--- config.mk ---
export PLATFORM = sky130hd
export DESIGN_NAME = rc5d_step
export DESIGN_NICKNAME = d
export VERILOG_FILES = /design/src/rc5d_pkg.sv /design/src/rc5d_step.sv
export SDC_FILE = /design/constraint.sdc
export NUM_CORES = 1
export LEC_CHECK = 0
export ABC_AREA = 0
export BUFFER_PORTS_ARGS = -buffer_cell sky130_fd_sc_hd__buf_2
export CORE_ASPECT_RATIO = 0.9
export CORE_UTILIZATION = 56
export DETAILED_ROUTE_END_ITERATION = 8
export PLACE_DENSITY = 0.91
export SYNTH_ARGS = -nofsm -noshare
export SYNTH_HDL_FRONTEND = slang
export SYNTH_SLANG_ARGS = --single-unit
--- constraint.sdc ---
create_clock -name vclk -period 13.4
set_input_delay 1.34 -clock vclk [all_inputs]
set_output_delay 1.34 -clock vclk [all_outputs]
set_load 0.05 [all_outputs]
--- src/rc5d_pkg.sv ---
// Package: shared types, constants and the helper function of the RC5 edge timing decoder.
`timescale 1ns / 1ps
`default_nettype none
package rc5d_pkg;

   localparam int COUNT_WIDTH  = 24;
   localparam int ADDRESS_BITS = 5;
   localparam int COMMAND_BITS = 6;
   localparam int REPEAT_WIDTH = 8;
   localparam int PHASE_WIDTH  = 3;
   localparam int BITPOS_WIDTH = 3;
   localparam int CSR_INDEX_WIDTH = 2;

   // decoder phases
   localparam logic [PHASE_WIDTH-1:0] PHASE_START1  = 3'd0;
   localparam logic [PHASE_WIDTH-1:0] PHASE_START2  = 3'd1;
   localparam logic [PHASE_WIDTH-1:0] PHASE_TOGGLE  = 3'd2;
   localparam logic [PHASE_WIDTH-1:0] PHASE_ADDRESS = 3'd3;
   localparam logic [PHASE_WIDTH-1:0] PHASE_COMMAND = 3'd4;

   // register indexes
   localparam logic [CSR_INDEX_WIDTH-1:0] CSR_BIT_PERIOD = 2'd0;
   localparam logic [CSR_INDEX_WIDTH-1:0] CSR_HALF_BIT   = 2'd1;
   localparam logic [CSR_INDEX_WIDTH-1:0] CSR_TOLERANCE  = 2'd2;
   localparam logic [CSR_INDEX_WIDTH-1:0] CSR_REPEAT_EN  = 2'd3;

   localparam logic [COUNT_WIDTH-1:0] BIT_PERIOD_RESET = 24'd1778;
   localparam logic [COUNT_WIDTH-1:0] HALF_BIT_RESET   = 24'd889;
   localparam logic [COUNT_WIDTH-1:0] TOLERANCE_RESET  = 24'd240;
   localparam logic [COUNT_WIDTH-1:0] COUNT_MAX        = '1;

   localparam logic [BITPOS_WIDTH-1:0] ADDRESS_LAST = BITPOS_WIDTH'(ADDRESS_BITS);
   localparam logic [BITPOS_WIDTH-1:0] COMMAND_LAST = BITPOS_WIDTH'(COMMAND_BITS);

   typedef struct packed {
      logic [COUNT_WIDTH-1:0] bit_period_ticks;
      logic [COUNT_WIDTH-1:0] half_bit_ticks;
      logic [COUNT_WIDTH-1:0] tolerance_ticks;
      logic                   repeat_detect_enable;
   } cfg_type;

   typedef struct packed {
      logic [PHASE_WIDTH-1:0]  phase;
      logic [COUNT_WIDTH-1:0]  tick_count;
      logic [BITPOS_WIDTH-1:0] bit_position;
      logic [ADDRESS_BITS-1:0] address_shift;
      logic [COMMAND_BITS-1:0] command_shift;
      logic                    current_toggle;
      logic                    previous_toggle;
      logic [REPEAT_WIDTH-1:0] repeats;
   } dec_state_type;

   typedef struct packed {
      logic                   mode;
      logic                   line_low;
      logic [COUNT_WIDTH-1:0] elapsed_ticks;
   } req_word_type;

   // |cnt - nominal| < tol
   function automatic logic near_value(input logic [COUNT_WIDTH-1:0] cnt,
                                       input logic [COUNT_WIDTH-1:0] nominal,
                                       input logic [COUNT_WIDTH-1:0] tol);
      logic [COUNT_WIDTH:0] diff;
      logic [COUNT_WIDTH:0] mag;
      diff = {1'b0, cnt} - {1'b0, nominal};
      mag  = diff[COUNT_WIDTH] ? (~diff + 1'b1) : diff;
      return mag < {1'b0, tol};
   endfunction

endpackage
`default_nettype wire

--- src/rc5d_step.sv ---
// Module: next-state and result logic for one edge or timeout word.
`timescale 1ns / 1ps
`default_nettype none
module rc5d_step
   import rc5d_pkg::*;
(
   input  wire cfg_type       cfg,
   input  wire dec_state_type state_cur,
   input  wire req_word_type  word,
   output dec_state_type      state_nxt,
   output logic               frame_valid
);

   logic [COUNT_WIDTH:0]    sum;
   logic [COUNT_WIDTH-1:0]  cnt;
   logic                    near_full;
   logic                    near_half;
   logic [BITPOS_WIDTH-1:0] bitpos_inc;

   always_comb begin
      sum        = {1'b0, state_cur.tick_count} + {1'b0, word.elapsed_ticks};
      cnt        = sum[COUNT_WIDTH] ? COUNT_MAX : sum[COUNT_WIDTH-1:0];
      near_full  = near_value(cnt, cfg.bit_period_ticks, cfg.tolerance_ticks);
      near_half  = near_value(cnt, cfg.half_bit_ticks, cfg.tolerance_ticks);
      bitpos_inc = state_cur.bit_position + 1'b1;

      state_nxt            = state_cur;
      state_nxt.tick_count = cnt;
      frame_valid          = 1'b0;

      if (word.mode) begin
         state_nxt.phase = PHASE_START1;
      end else if (!(state_cur.phase inside {[PHASE_START2:PHASE_COMMAND]})) begin
         // idle: wait for the falling edge of the first start bit
         state_nxt.phase = PHASE_START1;
         if (word.line_low) begin
            state_nxt.phase      = PHASE_START2;
            state_nxt.tick_count = '0;
         end
      end else if (near_full) begin
         state_nxt.tick_count = '0;
         case (state_cur.phase)
            PHASE_START2: state_nxt.phase = PHASE_TOGGLE;
            PHASE_TOGGLE: begin
               state_nxt.previous_toggle = state_cur.current_toggle;
               state_nxt.current_toggle  = word.line_low;
               state_nxt.bit_position    = '0;
               state_nxt.address_shift   = '0;
               state_nxt.command_shift   = '0;
               state_nxt.phase           = PHASE_ADDRESS;
            end
            PHASE_ADDRESS: begin
               if (word.line_low)
                  state_nxt.address_shift = state_cur.address_shift |
                     ({1'b1, {(ADDRESS_BITS-1){1'b0}}} >> state_cur.bit_position);
               state_nxt.bit_position = bitpos_inc;
               if (bitpos_inc == ADDRESS_LAST) begin
                  state_nxt.bit_position = '0;
                  state_nxt.phase        = PHASE_COMMAND;
               end
            end
            default: begin
               if (word.line_low)
                  state_nxt.command_shift = state_cur.command_shift |
                     ({1'b1, {(COMMAND_BITS-1){1'b0}}} >> state_cur.bit_position);
               state_nxt.bit_position = bitpos_inc;
               if (bitpos_inc == COMMAND_LAST) begin
                  state_nxt.bit_position = '0;
                  if ((state_cur.current_toggle == state_cur.previous_toggle) &&
                      cfg.repeat_detect_enable) begin
                     state_nxt.repeats = state_cur.repeats + 1'b1;
                  end else begin
                     frame_valid       = 1'b1;
                     state_nxt.repeats = '0;
                  end
                  state_nxt.phase = PHASE_START1;
               end
            end
         endcase
      end else if (near_half) begin
         // mid-bit edge: resync the count to half a bit
         state_nxt.tick_count = cfg.half_bit_ticks;
      end else begin
         state_nxt.phase = PHASE_START1;
      end
   end

endmodule
`default_nettype wire

==> summary.txt <==
Initial antenna violation count = 0
Final GP Congestion = 1.07
Crit-path max cell delay = 0.66 ns
Largest net degree at the start of global routing = 25
Critical path class = in -> out
DR vias = 8685
Post-route ant nets = 0
Core Footprint = 0.0126 sq mm
# hold bufs at CTS = 0
CP arrival = 11.21 ns
CP max stage cell = o41ai_1
Worst rel slew slack = 32.3%
Worst slack, placed = 1.08 ns
Fmax achieved = 79.7 MHz
Largest cells by area after synthesis = ha_1, xnor2_1, inv_1, a21oi_1, nor2_1
Synthesized instance count = 1077
Hold WC Path Type = in -> out
Setup bufs post-CTS = 0
Cell area power density = 139 mW/mm^2
Hpwl dp = 18500 microns
Vias in the first global route = 7718
Seq_cells = 0
Final count of hold timing violations = 0
Sequential Area = 0 sq um
Layout Area Growth over Synthesis = 14.7%
Buffers and inverters on the worst path = 4
CP endpoint kind = output pin
Syn nets = 1356
Hold slack = 3.07 ns
RSZ-0062 raised after global routing = no
Top-count cell post-synth = ha_1
Synth warn = 0
Final-report setup violation count = 0
Post-Layout Cell Count = 1412
# rows = 39
Worst-Margin Slew = 1.01 ns
Port Buf Inserts = 202
Number of distinct library cells after synthesis = 82
Starting Density = 57.3%
CP max FO = 24
DRT iter0 DRCs = 802
WL per Instance = 15.3 microns
CP Launch Type = input port
Ratio of cells with drive above 1 in the final layout = 19.2%
Post-CTS Resized = 0
Leak = 0.00409 uW
Final WS setup = 0.849 ns
Vias/cell = 6.15
Data required time of the worst path = 12.06 ns
Slew Limit Fails = 0
Synthesized cell area = 0.00725 sq mm
Top delay family on crit path = compound AO/OA/AOI/OAI gates
DRT Wirelength = 21700 microns
Post-synth top area cell = ha_1
Grt ovf = 0
Outcome = finished, final reports clean
Max-cap viol count = 0
Final min period = 12.55 ns
Post-layout net count = 1529
Post-synth top cells = ha_1, inv_1, nor2_1
Avg Inst Size Synth = 6.73 sq um
VDD IR max = 83.0 uV
Inst Count DP = 1412
Sequential share of the synthesized area = 0%
Detailed-router iteration count before antenna repair = 6
Diodes inserted = 0
Global-route wire length before repair = 34600 microns
Final period utilization = 93.7%
Die Ht = 110 microns
DRC violations left = 0
DIE WIDTH = 122 microns
Die area = 0.0134 sq mm
Proportion of netlist area held by the largest area contributor = 21.8%
Tot Pwr = 1160 uW
Setup TNS = 0 ns
All-Layer GR Usage = 31.2%
Most Frequent Cell on Critical Path = a21o_1
Clock buffer cells = 0
I/O Pins = 202
==> final cells by class <==
class                      instances  area (sq um)
fill                            1109          4320
inverter                         124           465
multi-input combinational        920          6620
tap                              164           205
timing repair buffer             204          1030
==> final timing paths <==
| path | from | to | slack [ns] | depth (start not counted) |
|---|---|---|---|---|
| min | state_cur[2] | state_nxt[2] | 3.07 | 3 |
| max | state_cur[24] | state_nxt[27] | 0.85 | 38 |
==> cell families (layout without fill, tap and decap cells) <==
logic type	after synthesis	count (layout)	synth area share [%]
xor gates and xnor gates	103	103	12.4
and+or+nand+nor	339	339	23.5
adders and majority gates	129	129	22.6
buffers and inverters	157	328	8.75
muxes	9	9	1.33
AOI/OAI and AO/OA	340	340	31.4
==> power by group <==
group	switching [uW]	internal, uW	total [uW]
sequential	0	0	0
clock	0	0	0
combinational	723	434	1160
total	723	434	1160
==> layer usage <==
layer	global-route usage, %	routed length (microns)
met5	0	0
met4	7.05	471
met3	2.28	2160
met2	53.5	9640
met1	42.3	9380
==> through the flow <==
stage	util [%]	cell area (sq um)
2_1_floorplan	-	7250
4_1_cts	65.8	8320
3_3_place_gp	65.8	8320
6_report	65.8	8320
5_1_grt	65.8	8320
3_5_place_dp	65.8	8320
==> tightest hold or removal path: stages <==
cell,delay (ns)
buf_2,0.11
o41ai_1,0.08
buf_2,0.20
==> placed cells by master, fill, tap and decap left out, types with 7 or more instances in the layout <==
| master | n |
|---|---|
| a21oi_1 | 81 |
| a31oi_1 | 17 |
| ha_1 | 126 |
| nand3_1 | 26 |
| nor2b_1 | 10 |
| nor2_1 | 99 |
| a21o_1 | 26 |
| a41oi_1 | 8 |
| o31ai_1 | 12 |
| or3_1 | 7 |
| buf_2 | 202 |
| nand2_1 | 66 |
| o21ai_0 | 66 |
| o21a_1 | 8 |
| xnor2_1 | 67 |
| inv_1 | 124 |
| o211ai_1 | 7 |
| o22ai_1 | 29 |
| nor3_1 | 26 |
| and2_1 | 18 |
| nand4_1 | 15 |
| nor4_1 | 13 |
| a211oi_1 | 11 |
| nand2b_1 | 16 |
| and3_1 | 12 |
| or2_2 | 8 |
| o21bai_1 | 7 |
| xor2_1 | 36 |
Note: power is estimated with default switching activity, not from simulation.
