--- src/rc5d_pkg.sv ---
// Package: shared types, constants and the helper function of the RC5 edge timing decoder.
`timescale 1ns / 1ps
`default_nettype none
package rc5d_pkg;

   localparam int COUNT_WIDTH  = 24;
   localparam int ADDRESS_BITS = 5;
   localparam int COMMAND_BITS = 6;
   localparam int REPEAT_WIDTH = 8;
   localparam int PHASE_WIDTH  = 3;
   localparam int BITPOS_WIDTH = 3;
   localparam int CSR_INDEX_WIDTH = 2;

   // decoder phases
   localparam logic [PHASE_WIDTH-1:0] PHASE_START1  = 3'd0;
   localparam logic [PHASE_WIDTH-1:0] PHASE_START2  = 3'd1;
   localparam logic [PHASE_WIDTH-1:0] PHASE_TOGGLE  = 3'd2;
   localparam logic [PHASE_WIDTH-1:0] PHASE_ADDRESS = 3'd3;
   localparam logic [PHASE_WIDTH-1:0] PHASE_COMMAND = 3'd4;

   // register indexes
   localparam logic [CSR_INDEX_WIDTH-1:0] CSR_BIT_PERIOD = 2'd0;
   localparam logic [CSR_INDEX_WIDTH-1:0] CSR_HALF_BIT   = 2'd1;
   localparam logic [CSR_INDEX_WIDTH-1:0] CSR_TOLERANCE  = 2'd2;
   localparam logic [CSR_INDEX_WIDTH-1:0] CSR_REPEAT_EN  = 2'd3;

   localparam logic [COUNT_WIDTH-1:0] BIT_PERIOD_RESET = 24'd1778;
   localparam logic [COUNT_WIDTH-1:0] HALF_BIT_RESET   = 24'd889;
   localparam logic [COUNT_WIDTH-1:0] TOLERANCE_RESET  = 24'd240;
   localparam logic [COUNT_WIDTH-1:0] COUNT_MAX        = '1;

   localparam logic [BITPOS_WIDTH-1:0] ADDRESS_LAST = BITPOS_WIDTH'(ADDRESS_BITS);
   localparam logic [BITPOS_WIDTH-1:0] COMMAND_LAST = BITPOS_WIDTH'(COMMAND_BITS);

   typedef struct packed {
      logic [COUNT_WIDTH-1:0] bit_period_ticks;
      logic [COUNT_WIDTH-1:0] half_bit_ticks;
      logic [COUNT_WIDTH-1:0] tolerance_ticks;
      logic                   repeat_detect_enable;
   } cfg_type;

   typedef struct packed {
      logic [PHASE_WIDTH-1:0]  phase;
      logic [COUNT_WIDTH-1:0]  tick_count;
      logic [BITPOS_WIDTH-1:0] bit_position;
      logic [ADDRESS_BITS-1:0] address_shift;
      logic [COMMAND_BITS-1:0] command_shift;
      logic                    current_toggle;
      logic                    previous_toggle;
      logic [REPEAT_WIDTH-1:0] repeats;
   } dec_state_type;

   typedef struct packed {
      logic                   mode;
      logic                   line_low;
      logic [COUNT_WIDTH-1:0] elapsed_ticks;
   } req_word_type;

   // |cnt - nominal| < tol
   function automatic logic near_value(input logic [COUNT_WIDTH-1:0] cnt,
                                       input logic [COUNT_WIDTH-1:0] nominal,
                                       input logic [COUNT_WIDTH-1:0] tol);
      logic [COUNT_WIDTH:0] diff;
      logic [COUNT_WIDTH:0] mag;
      diff = {1'b0, cnt} - {1'b0, nominal};
      mag  = diff[COUNT_WIDTH] ? (~diff + 1'b1) : diff;
      return mag < {1'b0, tol};
   endfunction

endpackage
`default_nettype wire

--- src/rc5d_csr.sv ---
// Module: configuration registers of the RC5 decoder.
`timescale 1ns / 1ps
`default_nettype none
module rc5d_csr
   import rc5d_pkg::*;
(
   input  wire logic                       clock,
   input  wire logic                       reset,
   input  wire logic                       csr_write_enable,
   input  wire logic [CSR_INDEX_WIDTH-1:0] csr_index,
   input  wire logic [COUNT_WIDTH-1:0]     csr_write_data,
   output cfg_type                         cfg
);

   cfg_type cfg_ff;
   cfg_type cfg_in;

   always_comb begin
      cfg_in = cfg_ff;
      if (csr_write_enable) begin
         case (csr_index)
            CSR_BIT_PERIOD: cfg_in.bit_period_ticks     = csr_write_data;
            CSR_HALF_BIT:   cfg_in.half_bit_ticks       = csr_write_data;
            CSR_TOLERANCE:  cfg_in.tolerance_ticks      = csr_write_data;
            CSR_REPEAT_EN:  cfg_in.repeat_detect_enable = csr_write_data[0];
            default:        cfg_in = cfg_ff;
         endcase
      end
   end

   always_ff @(posedge clock) begin
      if (reset) begin
         cfg_ff.bit_period_ticks     <= BIT_PERIOD_RESET;
         cfg_ff.half_bit_ticks       <= HALF_BIT_RESET;
         cfg_ff.tolerance_ticks      <= TOLERANCE_RESET;
         cfg_ff.repeat_detect_enable <= 1'b1;
      end else begin
         cfg_ff <= cfg_in;
      end
   end

   assign cfg = cfg_ff;

endmodule
`default_nettype wire

--- config.mk ---
export PLATFORM = sky130hd
export DESIGN_NAME = rc5d_csr
export DESIGN_NICKNAME = d
export VERILOG_FILES = /design/src/rc5d_pkg.sv /design/src/rc5d_csr.sv
export SDC_FILE = /design/constraint.sdc
export NUM_CORES = 1
export LEC_CHECK = 0
export BUFFER_PORTS_ARGS = -buffer_cell sky130_fd_sc_hd__buf_4
export CELL_PAD_IN_SITES_DETAIL_PLACEMENT = 1
export CELL_PAD_IN_SITES_GLOBAL_PLACEMENT = 2
export CORE_ASPECT_RATIO = 0.9
export CORE_MARGIN = 5
export CORE_UTILIZATION = 30
export CTS_CLUSTER_DIAMETER = 60
export DETAILED_ROUTE_END_ITERATION = 10
export PLACE_DENSITY_LB_ADDON = 0.1
export SYNTH_ARGS = -nofsm -noshare
export SYNTH_HDL_FRONTEND = slang
export SYNTH_SLANG_ARGS = --single-unit
--- constraint.sdc ---
create_clock -name clock -period 1.1 [get_ports clock]
set_input_delay 0.22 -clock clock [delete_from_list [all_inputs] [get_ports clock]]
set_output_delay 0.22 -clock clock [all_outputs]
set_load 0.02 [all_outputs]
==> results of run 1 <==
==> what timing repair did <==
action	CTS	global route
resized for setup	0	26
hold buffers	0	0
setup endpoints to repair	0	26
==> cell type report <==
class                      count  area, µm²  area share
timing repair buffer         113        911       0.218
multi-input combinational    182       1360       0.326
tap                          126        158      0.0377
clock inverter                 4       98.8      0.0236
sequential                    73       1490       0.357
clock buffer                  12        155      0.0371
==> worst register-to-register path, cell delays in order (launching register included) <==
cell      delay [ns]
dfxtp_1         0.32
a311oi_1        0.21
a41oi_1         0.07
==> worst paths after layout <==
kind / from / endpoint / cells past startpoint
hold / removal: csr_write_data[3] / cfg[28]$_SDFFE_PP1P_ / 3
setup reg to reg: cfg[0]$_SDFFE_PP1P_ / cfg[0]$_SDFFE_PP1P_ / 2
setup / recovery: cfg[55]$_SDFFE_PP1P_ / cfg[55] / 1
hold reg to reg: cfg[41]$_SDFFE_PP0P_ / cfg[41]$_SDFFE_PP0P_ / 2
==> cells in the mapped netlist, drive strengths merged <==
| master | count | share of area |
|---|---|---|
| nand2b | 75 | 0.16 |
| dfxtp | 73 | 0.49 |
| mux2i | 72 | 0.24 |
| nor2 | 28 | 0.036 |
| buf | 14 | 0.039 |
| clkbuf | 6 | 0.0076 |
| nand3b | 2 | 0.0051 |
| a311oi | 1 | 0.0030 |
| a41oi | 1 | 0.0030 |
| and3b | 1 | 0.0030 |
| nor3b | 1 | 0.0042 |
| or3b | 1 | 0.0030 |
==> power groups by stage <==
stage / sequential, mW / clock [mW] / combinational, mW
2_1_floorplan: 2.96 / 0 / 0.290
3_3_place_gp: 2.85 / 0 / 0.731
3_5_place_dp: 2.85 / 0 / 0.740
4_1_cts: 2.79 / 2.71 / 0.742
5_1_grt: 2.81 / 2.82 / 0.788
6_report: 2.79 / 2.61 / 0.724
==> stage by stage <==
step / setup TNS [ns] / total power, mW / util / hold slack, ns / cells
after floorplan: 0 / 3.25 / - / 0.351 / 275
after global placement: -0.588 / 3.58 / 0.403 / 0.459 / 494
after detailed placement: -0.896 / 3.59 / 0.403 / 0.469 / 494
after CTS: 0 / 6.24 / 0.430 / 0.141 / 510
after global routing: -0.000768 / 6.41 / 0.433 / 0.150 / 510
final: 0 / 6.13 / 0.433 / 0.157 / 510
==> cells by family (layout without fill, tap and decap cells) <==
kind of cell,count (synthesis),after routing,share of synthesized area
mux,72,72,0.244
flops,73,73,0.494
simple gates,108,108,0.209
compound gates,2,2,0.00593
buf+inv,20,129,0.0465
==> layout by cell type (no fill, tap or decap) <==
| cell type | synthesis | layout |
|---|---|---|
| clkinv_4 | 0 | 1 |
| clkbuf_1 | 6 | 1 |
| and3b_1 | 1 | 1 |
| a311oi_1 | 1 | 1 |
| buf_12 | 0 | 5 |
| buf_4 | 3 | 108 |
| bufinv_16 | 0 | 3 |
| nand3b_1 | 2 | 2 |
| clkbuf_8 | 0 | 11 |
| nand2b_1 | 75 | 75 |
| dfxtp_1 | 73 | 47 |
| dfxtp_2 | 0 | 26 |
| or3b_1 | 1 | 1 |
| nor2_1 | 28 | 28 |
| a41oi_1 | 1 | 1 |
| mux2i_1 | 72 | 72 |
| nor3b_4 | 0 | 1 |
==> layer usage <==
layer	vias up	track usage	share of wire
li1	1111	-	-
met5	-	0	0
met2	53	0.217	0.48
met1	1072	0.163	0.43
met3	6	0.0558	0.075
met4	0	0.0331	0.010
==> flow_metrics.env, run 1 <==
export IMPL_power_internal_mw=4.74
export IMPL_gr_total_overflow=0
export IMPL_vdd_drop_max_mv=0.923
export IMPL_drc=0
export IMPL_dr_pass1_iters=4
export IMPL_grt_pass1_wl_um=12500
export IMPL_largest_reg_flops=73
export IMPL_cp_cell_sequence="buf_4"
export IMPL_insertion_delay_ns=0.33
export IMPL_yosys_register_bits=73
export IMPL_cp_arrival_ns=0.83
export IMPL_syn_area_um2=2960
export IMPL_relSlewSlack=0.846
export IMPL_antenna_found_initial=0
export IMPL_clock_sinks=73
export IMPL_ant_nets=0
export IMPL_finalMaxSlewViolations=0
export IMPL_rrSetupSlack_ns=0.37
export IMPL_avgSynthCellArea_um2=10.8
export IMPL_viasPerCell=4.40
export IMPL_start_util=0.306
export IMPL_startpoint_type="register"
export IMPL_grt_max_degree=51
export IMPL_ys_warn_count=0
export IMPL_cp_required_ns=0.88
export IMPL_hold_viol_final=0
export IMPL_die_y_um=104
export IMPL_nFillCells=1054
export IMPL_crit_slowest_cell="dfxtp_1"
export IMPL_placed_cell_area_um2=3890
export IMPL_final_period_utilization=0.958
export IMPL_synth_distinct_cells=14
export IMPL_grt_use_total=0.133
export IMPL_seqPwrFrac=0.456
export IMPL_power_switching_share=0.227
export IMPL_root_buffer="clkbuf_8"
export IMPL_wire_per_inst_um=15.2
export IMPL_die_x_um=115
export IMPL_finalCriticalPeriod_ns=1.05
export IMPL_setup_slack_ns=0.0458
export IMPL_clock_fmax_mhz=949
export IMPL_routed_wl_um=7730
export IMPL_n_antenna_cell=0
export IMPL_skew_ns=0
export IMPL_dp_slack_ns=-0.0802
export IMPL_dpl_hpwl_um=5490
export IMPL_hp_class="in2reg"
export IMPL_ioPinCount=102
export IMPL_final_area_um2=4180
export IMPL_drive_above_1_share=0.404
export IMPL_clock_path_buffers=2
export IMPL_port_buffers=101
export IMPL_status="complete, no violations"
export IMPL_grt_pass1_vias=2402
export IMPL_crit_family="flip-flops"
export IMPL_htree_levels=3
export IMPL_ys_seq_area_frac=0.494
export IMPL_area_growth_pct=41.4
export IMPL_critPathBufInv=1
export IMPL_syn_nets=304
export IMPL_worst_slew_pin_transition_ns=0.230
export IMPL_post_cts_setup_buffers=0
export IMPL_syn_inst=275
export IMPL_setup_viol_count_final=0
export IMPL_clkPwrFrac=0.426
export IMPL_fin_nets=408
export IMPL_critPathMaxStageDelay_ns=0.35
export IMPL_cts_tree="yes"
export IMPL_cap_violations=0
export IMPL_drt_iter0_drc=70
export IMPL_path_clk_slew_ns=0.08
export IMPL_path_max_fanout=2
export IMPL_pwr_share_comb=0.118
export IMPL_die_area_um2=11900
export IMPL_endpoint_kind="output pin"
export IMPL_rows=34
export IMPL_criticalPathCategory="reg2out"
export IMPL_cts_made_buffers=9
export IMPL_leakage_nw=1.95
export IMPL_p_sw_mw=1.39
export IMPL_power_density_nw_per_um2=1470
export IMPL_place_congestion=0.669
export IMPL_core_um2=9660
export IMPL_vias=2242
Power figures use the tool's default switching activity.
==> run 2, diff against run 1 <==
ABC_AREA = 1   (was not set)
CORE_UTILIZATION = 26   (was 30)
==> flow_metrics.env, run 2 <==
export IMPL_routed_wl_um=9560
export IMPL_mostFrequentLayoutCells="nand2_1 (118), buf_4 (109), nor2_1 (92), dfxtp_1 (67), inv_1 (55)"
export IMPL_grt_pass1_vias=3006
export IMPL_crit_family="flip-flops"
export IMPL_root_buffer="clkbuf_16"
export IMPL_hold_viol_final=0
export IMPL_start_util=0.261
export IMPL_ys_seq_area_frac=0.495
export IMPL_path_max_fanout=2
export IMPL_final_common_cell="nand2_1"
export IMPL_syn_nets=463
export IMPL_antenna_found_initial=0
export IMPL_hold_ws_ns=0.119
export IMPL_synth_area_leaders="dfxtp_1 (50%), nand2_1 (15%), nor2_1 (12%), nand3_1 (7.3%), inv_1 (7.0%)"
export IMPL_insertion_delay_ns=0.33
export IMPL_synthTopCellsByCount="nand2_1 (118), nor2_1 (92), dfxtp_1 (73)"
export IMPL_setup_viol_count_final=0
export IMPL_synth_top_cell_by_area="dfxtp_1"
export IMPL_yosysMostFrequentCell="nand2_1"
export IMPL_placed_cell_area_um2=3950
export IMPL_vias=2901
export IMPL_dp_cells=679
export IMPL_worst_slew_pin_transition_ns=0.536
export IMPL_min_from="csr_write_data[3]"
export IMPL_final_area_um2=4240
export IMPL_fin_total_pwr_mw=6.78
export IMPL_endpoint_kind="output pin"
export IMPL_grt_max_degree=47
export IMPL_drive_above_1_share=0.256
export IMPL_viasPerCell=4.17
export IMPL_rr_startpoint="cfg[35]$_SDFFE_PP0P_"
export IMPL_syn_inst=434
export IMPL_cp_depth=1
export IMPL_power_internal_mw=5.01
export IMPL_seq_area_um2=1470
export IMPL_drt_iter0_drc=98
export IMPL_hp_class="in2reg"
export IMPL_largest_reg_flops=73
export IMPL_ioPinCount=102
export IMPL_finalCriticalPeriod_ns=1.06
export IMPL_synthMuxAreaShare=0
export IMPL_relSlewSlack=0.641
export IMPL_startpoint_type="register"
export IMPL_power_density_nw_per_um2=1600
export IMPL_path_clk_slew_ns=0.06
export IMPL_dp_slack_ns=-0.0548
export IMPL_worstSetupStartpoint="cfg[31]$_SDFFE_PP1P_"
export IMPL_cts_made_buffers=9
export IMPL_critPathBufInv=1
export IMPL_cts_tree="yes"
export IMPL_seqPwrFrac=0.423
export IMPL_ant_nets=0
export IMPL_die_x_um=122
export IMPL_rows=37
export IMPL_critPathMaxStageDelay_ns=0.36
export IMPL_yosys_register_bits=73
export IMPL_cp_required_ns=0.88
export IMPL_multiInputGateArea_um2=1160
export IMPL_rsz0062_at_grt="false"
export IMPL_leakage_nw=2.24
export IMPL_synthXorXnorAreaFrac=0
export IMPL_fin_nets=563
export IMPL_cp_cell_sequence="buf_4"
export IMPL_htree_levels=3
export IMPL_die_y_um=111
export IMPL_clock_fmax_mhz=941
export IMPL_core_um2=11300
export IMPL_final_period_utilization=0.966
export IMPL_p_sw_mw=1.77
export IMPL_syn_area_um2=2950
export IMPL_async_flop_share=0
export IMPL_crit_slowest_cell="dfxtp_1"
export IMPL_wire_per_inst_um=13.8
export IMPL_power_switching_share=0.262
export IMPL_die_area_um2=13600
export IMPL_cap_violations=0
export IMPL_cp_arrival_ns=0.84
export IMPL_synth_distinct_cells=15
export IMPL_status="complete, no violations"
export IMPL_final_cells=695
export IMPL_vdd_drop_max_mv=0.715
export IMPL_utilization=0.376
export IMPL_port_buffers=101
export IMPL_skew_ns=0
export IMPL_synth_edff_count=0
export IMPL_synth_compound_area_share=0.0305
export IMPL_pwr_share_comb=0.147
export IMPL_nFillCells=1493
export IMPL_gr_total_overflow=0
export IMPL_timing_setup_tns_ns=0
export IMPL_avgSynthCellArea_um2=6.80
export IMPL_setup_slack_ns=0.0373
export IMPL_synth_adder_area_share=0
export IMPL_clock_sinks=73
export IMPL_synth_top_cell_area_share=0.495
export IMPL_dpl_hpwl_um=6810
export IMPL_synthSimpleGateAreaFrac=0.359
export IMPL_clkPwrFrac=0.430
export IMPL_clock_path_buffers=2
export IMPL_ys_warn_count=0
export IMPL_grt_use_total=0.149
export IMPL_ctsHoldBuffers=0
export IMPL_area_growth_pct=43.7
export IMPL_place_congestion=0.706
export IMPL_n_antenna_cell=0
export IMPL_drc=0
export IMPL_grt_pass1_wl_um=15800
export IMPL_rr_worst_depth=4
export IMPL_criticalPathCategory="reg2out"
export IMPL_finalMaxSlewViolations=0
export IMPL_synth_top_family_by_area="simple AND/OR/NAND/NOR gates"
export IMPL_synth_flop_cell="dfxtp_1"
export IMPL_dr_pass1_iters=4
export IMPL_worstHoldPathCells=3
==> run 2: worst paths after layout <==
kind	end	slack, ns
setup reg to reg	cfg[35]$_SDFFE_PP0P_	0.45
setup / recovery	cfg[31]	0.04
hold reg to reg	cfg[53]$_SDFFE_PP1P_	0.46
hold / removal	cfg[28]$_SDFFE_PP1P_	0.12
==> run 2: logic make-up (layout without fill, tap and decap cells) <==
family                 Yosys count  after routing
AND/OR/NAND/NOR                261            261
flip-flops                      73             73
buffers and inverters           82            187
AO/OA/AOI/OAI                   18             18
==> run 2: power groups by stage <==
stage | Clock [mW] | Combinational [mW] | Sequential [mW]
final | 2.92 | 1.00 | 2.87
after global routing | 3.15 | 1.12 | 2.89
after CTS | 3.03 | 1.02 | 2.87
after detailed placement | 0 | 1.02 | 2.92
after global placement | 0 | 1.00 | 2.92
after floorplan | 0 | 0.365 | 3.08
==> run 2: timing repair <==
item	4_1_cts	5_1_grt
setup endpoints to repair	0	6
gates resized for setup	0	6
buffers inserted	0	0
==> run 2: per-layer routing <==
layer	track usage	routed length (µm)	vias up
met5	0	0	-
met4	0.0500	141	0
met3	0.0526	625	11
met2	0.226	4220	68
met1	0.196	4580	1316
li1	-	-	1506
==> run 2: area by class of cell <==
| cell class | count | area share |
|---|---|---|
| well taps | 156 | 0.0460 |
| inverters | 57 | 0.0504 |
| flip-flops and latches | 73 | 0.346 |
| multi-input cells | 279 | 0.272 |
| repair buffers | 114 | 0.216 |
| clock inverters | 3 | 0.00944 |
| clock buffers | 13 | 0.0590 |
==> run 2: worst min-delay path, cell delays in order <==
cell and delay (ns):
buf_4 0.10, nand2_1 0.05, nand3_1 0.06
==> run 3, diff against run 2 <==
--- a/constraint.sdc
+++ b/constraint.sdc
@@ -3,2 +3,2 @@
 set_output_delay 0.22 -clock clock [all_outputs]
-set_load 0.02 [all_outputs]
+set_load 0.1 [all_outputs]
==> flow_metrics.env, run 3 (same netlist as run 2, synthesis figures left out) <==
export IMPL_cp_arrival_ns=0.87
export IMPL_vdd_drop_max_mv=0.834
export IMPL_endpoint_kind="output pin"
export IMPL_cp_cell_sequence="buf_12"
export IMPL_ant_nets=0
export IMPL_crit_path_end="cfg[59]"
export IMPL_ioPinCount=102
export IMPL_finalMaxSlewViolations=0
export IMPL_rr_startpoint="cfg[10]$_SDFFE_PP0P_"
export IMPL_relSlewSlack=0.830
export IMPL_skew_ns=0
export IMPL_rows=37
export IMPL_nFillCells=1353
export IMPL_p_sw_mw=2.66
export IMPL_startpoint_type="register"
export IMPL_critPathMaxStageDelay_ns=0.36
export IMPL_criticalPathCategory="reg2out"
export IMPL_place_congestion=0.733
export IMPL_final_area_um2=5290
export IMPL_crit_family="flip-flops"
export IMPL_rsz0062_at_grt="true"
export IMPL_hp_class="in2reg"
export IMPL_gr_total_overflow=0
export IMPL_largest_reg_flops=73
export IMPL_fin_nets=567
export IMPL_clkPwrFrac=0.370
export IMPL_clock_path_buffers=2
export IMPL_grt_max_degree=42
export IMPL_timing_setup_tns_ns=0
export IMPL_insertion_delay_ns=0.33
export IMPL_status="complete, no violations"
export IMPL_vias=2973
export IMPL_port_buffers=101
export IMPL_finalCriticalPeriod_ns=1.09
export IMPL_viasPerCell=4.25
export IMPL_drt_iter0_drc=135
export IMPL_power_density_nw_per_um2=1540
export IMPL_leakage_nw=2.57
export IMPL_worstHoldPathCells=3
export IMPL_worstSetupStartpoint="cfg[59]$_SDFFE_PP1P_"
export IMPL_htree_levels=3
export IMPL_setup_viol_count_final=0
export IMPL_die_y_um=111
export IMPL_placed_cell_area_um2=4020
export IMPL_cts_tree="yes"
export IMPL_dpl_hpwl_um=6680
export IMPL_clock_fmax_mhz=917
export IMPL_drc=0
export IMPL_cp_required_ns=0.88
export IMPL_timing_rr_end="cfg[10]$_SDFFE_PP0P_"
export IMPL_root_buffer="clkbuf_16"
export IMPL_grt_use_total=0.148
export IMPL_mostFrequentLayoutCells="nand2_1 (118), nor2_1 (92), buf_12 (77), dfxtp_2 (66), inv_1 (55)"
export IMPL_start_util=0.261
export IMPL_area_growth_pct=79.4
export IMPL_cap_violations=0
export IMPL_seqPwrFrac=0.362
export IMPL_rrSetupSlack_ns=0.34
export IMPL_crit_slowest_cell="dfxtp_2"
export IMPL_grt_pass1_wl_um=15900
export IMPL_worst_slew_pin_transition_ns=0.254
export IMPL_die_area_um2=13600
export IMPL_power_switching_share=0.326
export IMPL_path_clk_slew_ns=0.06
export IMPL_clock_sinks=73
export IMPL_final_common_cell="nand2_1"
export IMPL_final_period_utilization=0.992
export IMPL_cp_depth=1
export IMPL_hold_viol_final=0
export IMPL_dr_pass1_iters=4
export IMPL_antenna_found_initial=0
export IMPL_wire_per_inst_um=13.7
export IMPL_core_um2=11300
export IMPL_critPathBufInv=1
export IMPL_pwr_share_comb=0.268
export IMPL_path_max_fanout=2
export IMPL_grt_pass1_vias=3026
export IMPL_die_x_um=122
export IMPL_cts_made_buffers=9
export IMPL_drive_above_1_share=0.387
export IMPL_routed_wl_um=9600
export IMPL_rr_worst_depth=5
export IMPL_power_internal_mw=5.51
export IMPL_n_antenna_cell=0
run 3: cell types whose count changed in the layout (fill, tap and decap cells not counted), sizes merged:
| cell | change |
|---|---|
| buf | +4 |
| clkinv | -1 |
| clkbuf | +1 |
run 3: timing repair:
item | 4_1_cts | 5_1_grt
setup endpoints to repair | 73 | 70
cloned | 0 | 0
gates resized for setup | 218 | 8
hold buffers | 0 | 0
buffers inserted | 0 | 4
run 3: final cells by class:
type                            count  area [µm²]  area share
Clock buffer                       14         274      0.0518
Clock inverter                      2        35.0     0.00662
Inverter                           57         214      0.0404
Multi-Input combinational cell    279        1160       0.218
Sequential cell                    73        1570       0.297
Tap cell                          156         195      0.0369
Timing Repair Buffer              118        1850       0.349
run 3: how the worst min path moves through the flow:
stage                   startpoint              endpoint
3_5_place_dp   cfg[7]$_SDFFE_PP1P_   cfg[7]$_SDFFE_PP1P_
6_report         csr_write_data[3]  cfg[28]$_SDFFE_PP1P_
2_1_floorplan    csr_write_data[0]  cfg[25]$_SDFFE_PP1P_
3_3_place_gp   cfg[8]$_SDFFE_PP1P_   cfg[8]$_SDFFE_PP1P_
4_1_cts          csr_write_data[5]  cfg[30]$_SDFFE_PP1P_
5_1_grt          csr_write_data[0]  cfg[25]$_SDFFE_PP1P_
run 3: through the flow:
step / instances / total power [mW] / utilization / setup WS, ns / hold WS (ns)
2_1_floorplan: 434 / 4.31 / - / 0.0574 / 0.333
3_3_place_gp: 679 / 4.78 / 0.356 / 0.0199 / 0.431
3_5_place_dp: 679 / 4.80 / 0.356 / 0.0146 / 0.434
4_1_cts: 695 / 8.31 / 0.464 / -0.0110 / 0.104
5_1_grt: 699 / 8.53 / 0.469 / -0.0231 / 0.125
6_report: 699 / 8.17 / 0.469 / 0.00892 / 0.117
run 3: per-layer routing:
| metal | track usage | share of wire |
|---|---|---|
| met4 | 0.0470 | 0.014 |
| met3 | 0.0500 | 0.059 |
| met1 | 0.182 | 0.45 |
| met2 | 0.243 | 0.48 |
| met5 | 0 | 0 |
run 3: power by group through the flow:
stage | logic, mW | registers, mW | clock network [mW]
after floorplan | 0.366 | 3.94 | 0
after global placement | 1.83 | 2.95 | 0
after detailed placement | 1.85 | 2.95 | 0
after CTS | 2.19 | 2.97 | 3.15
after global routing | 2.30 | 2.98 | 3.25
final | 2.19 | 2.96 | 3.02
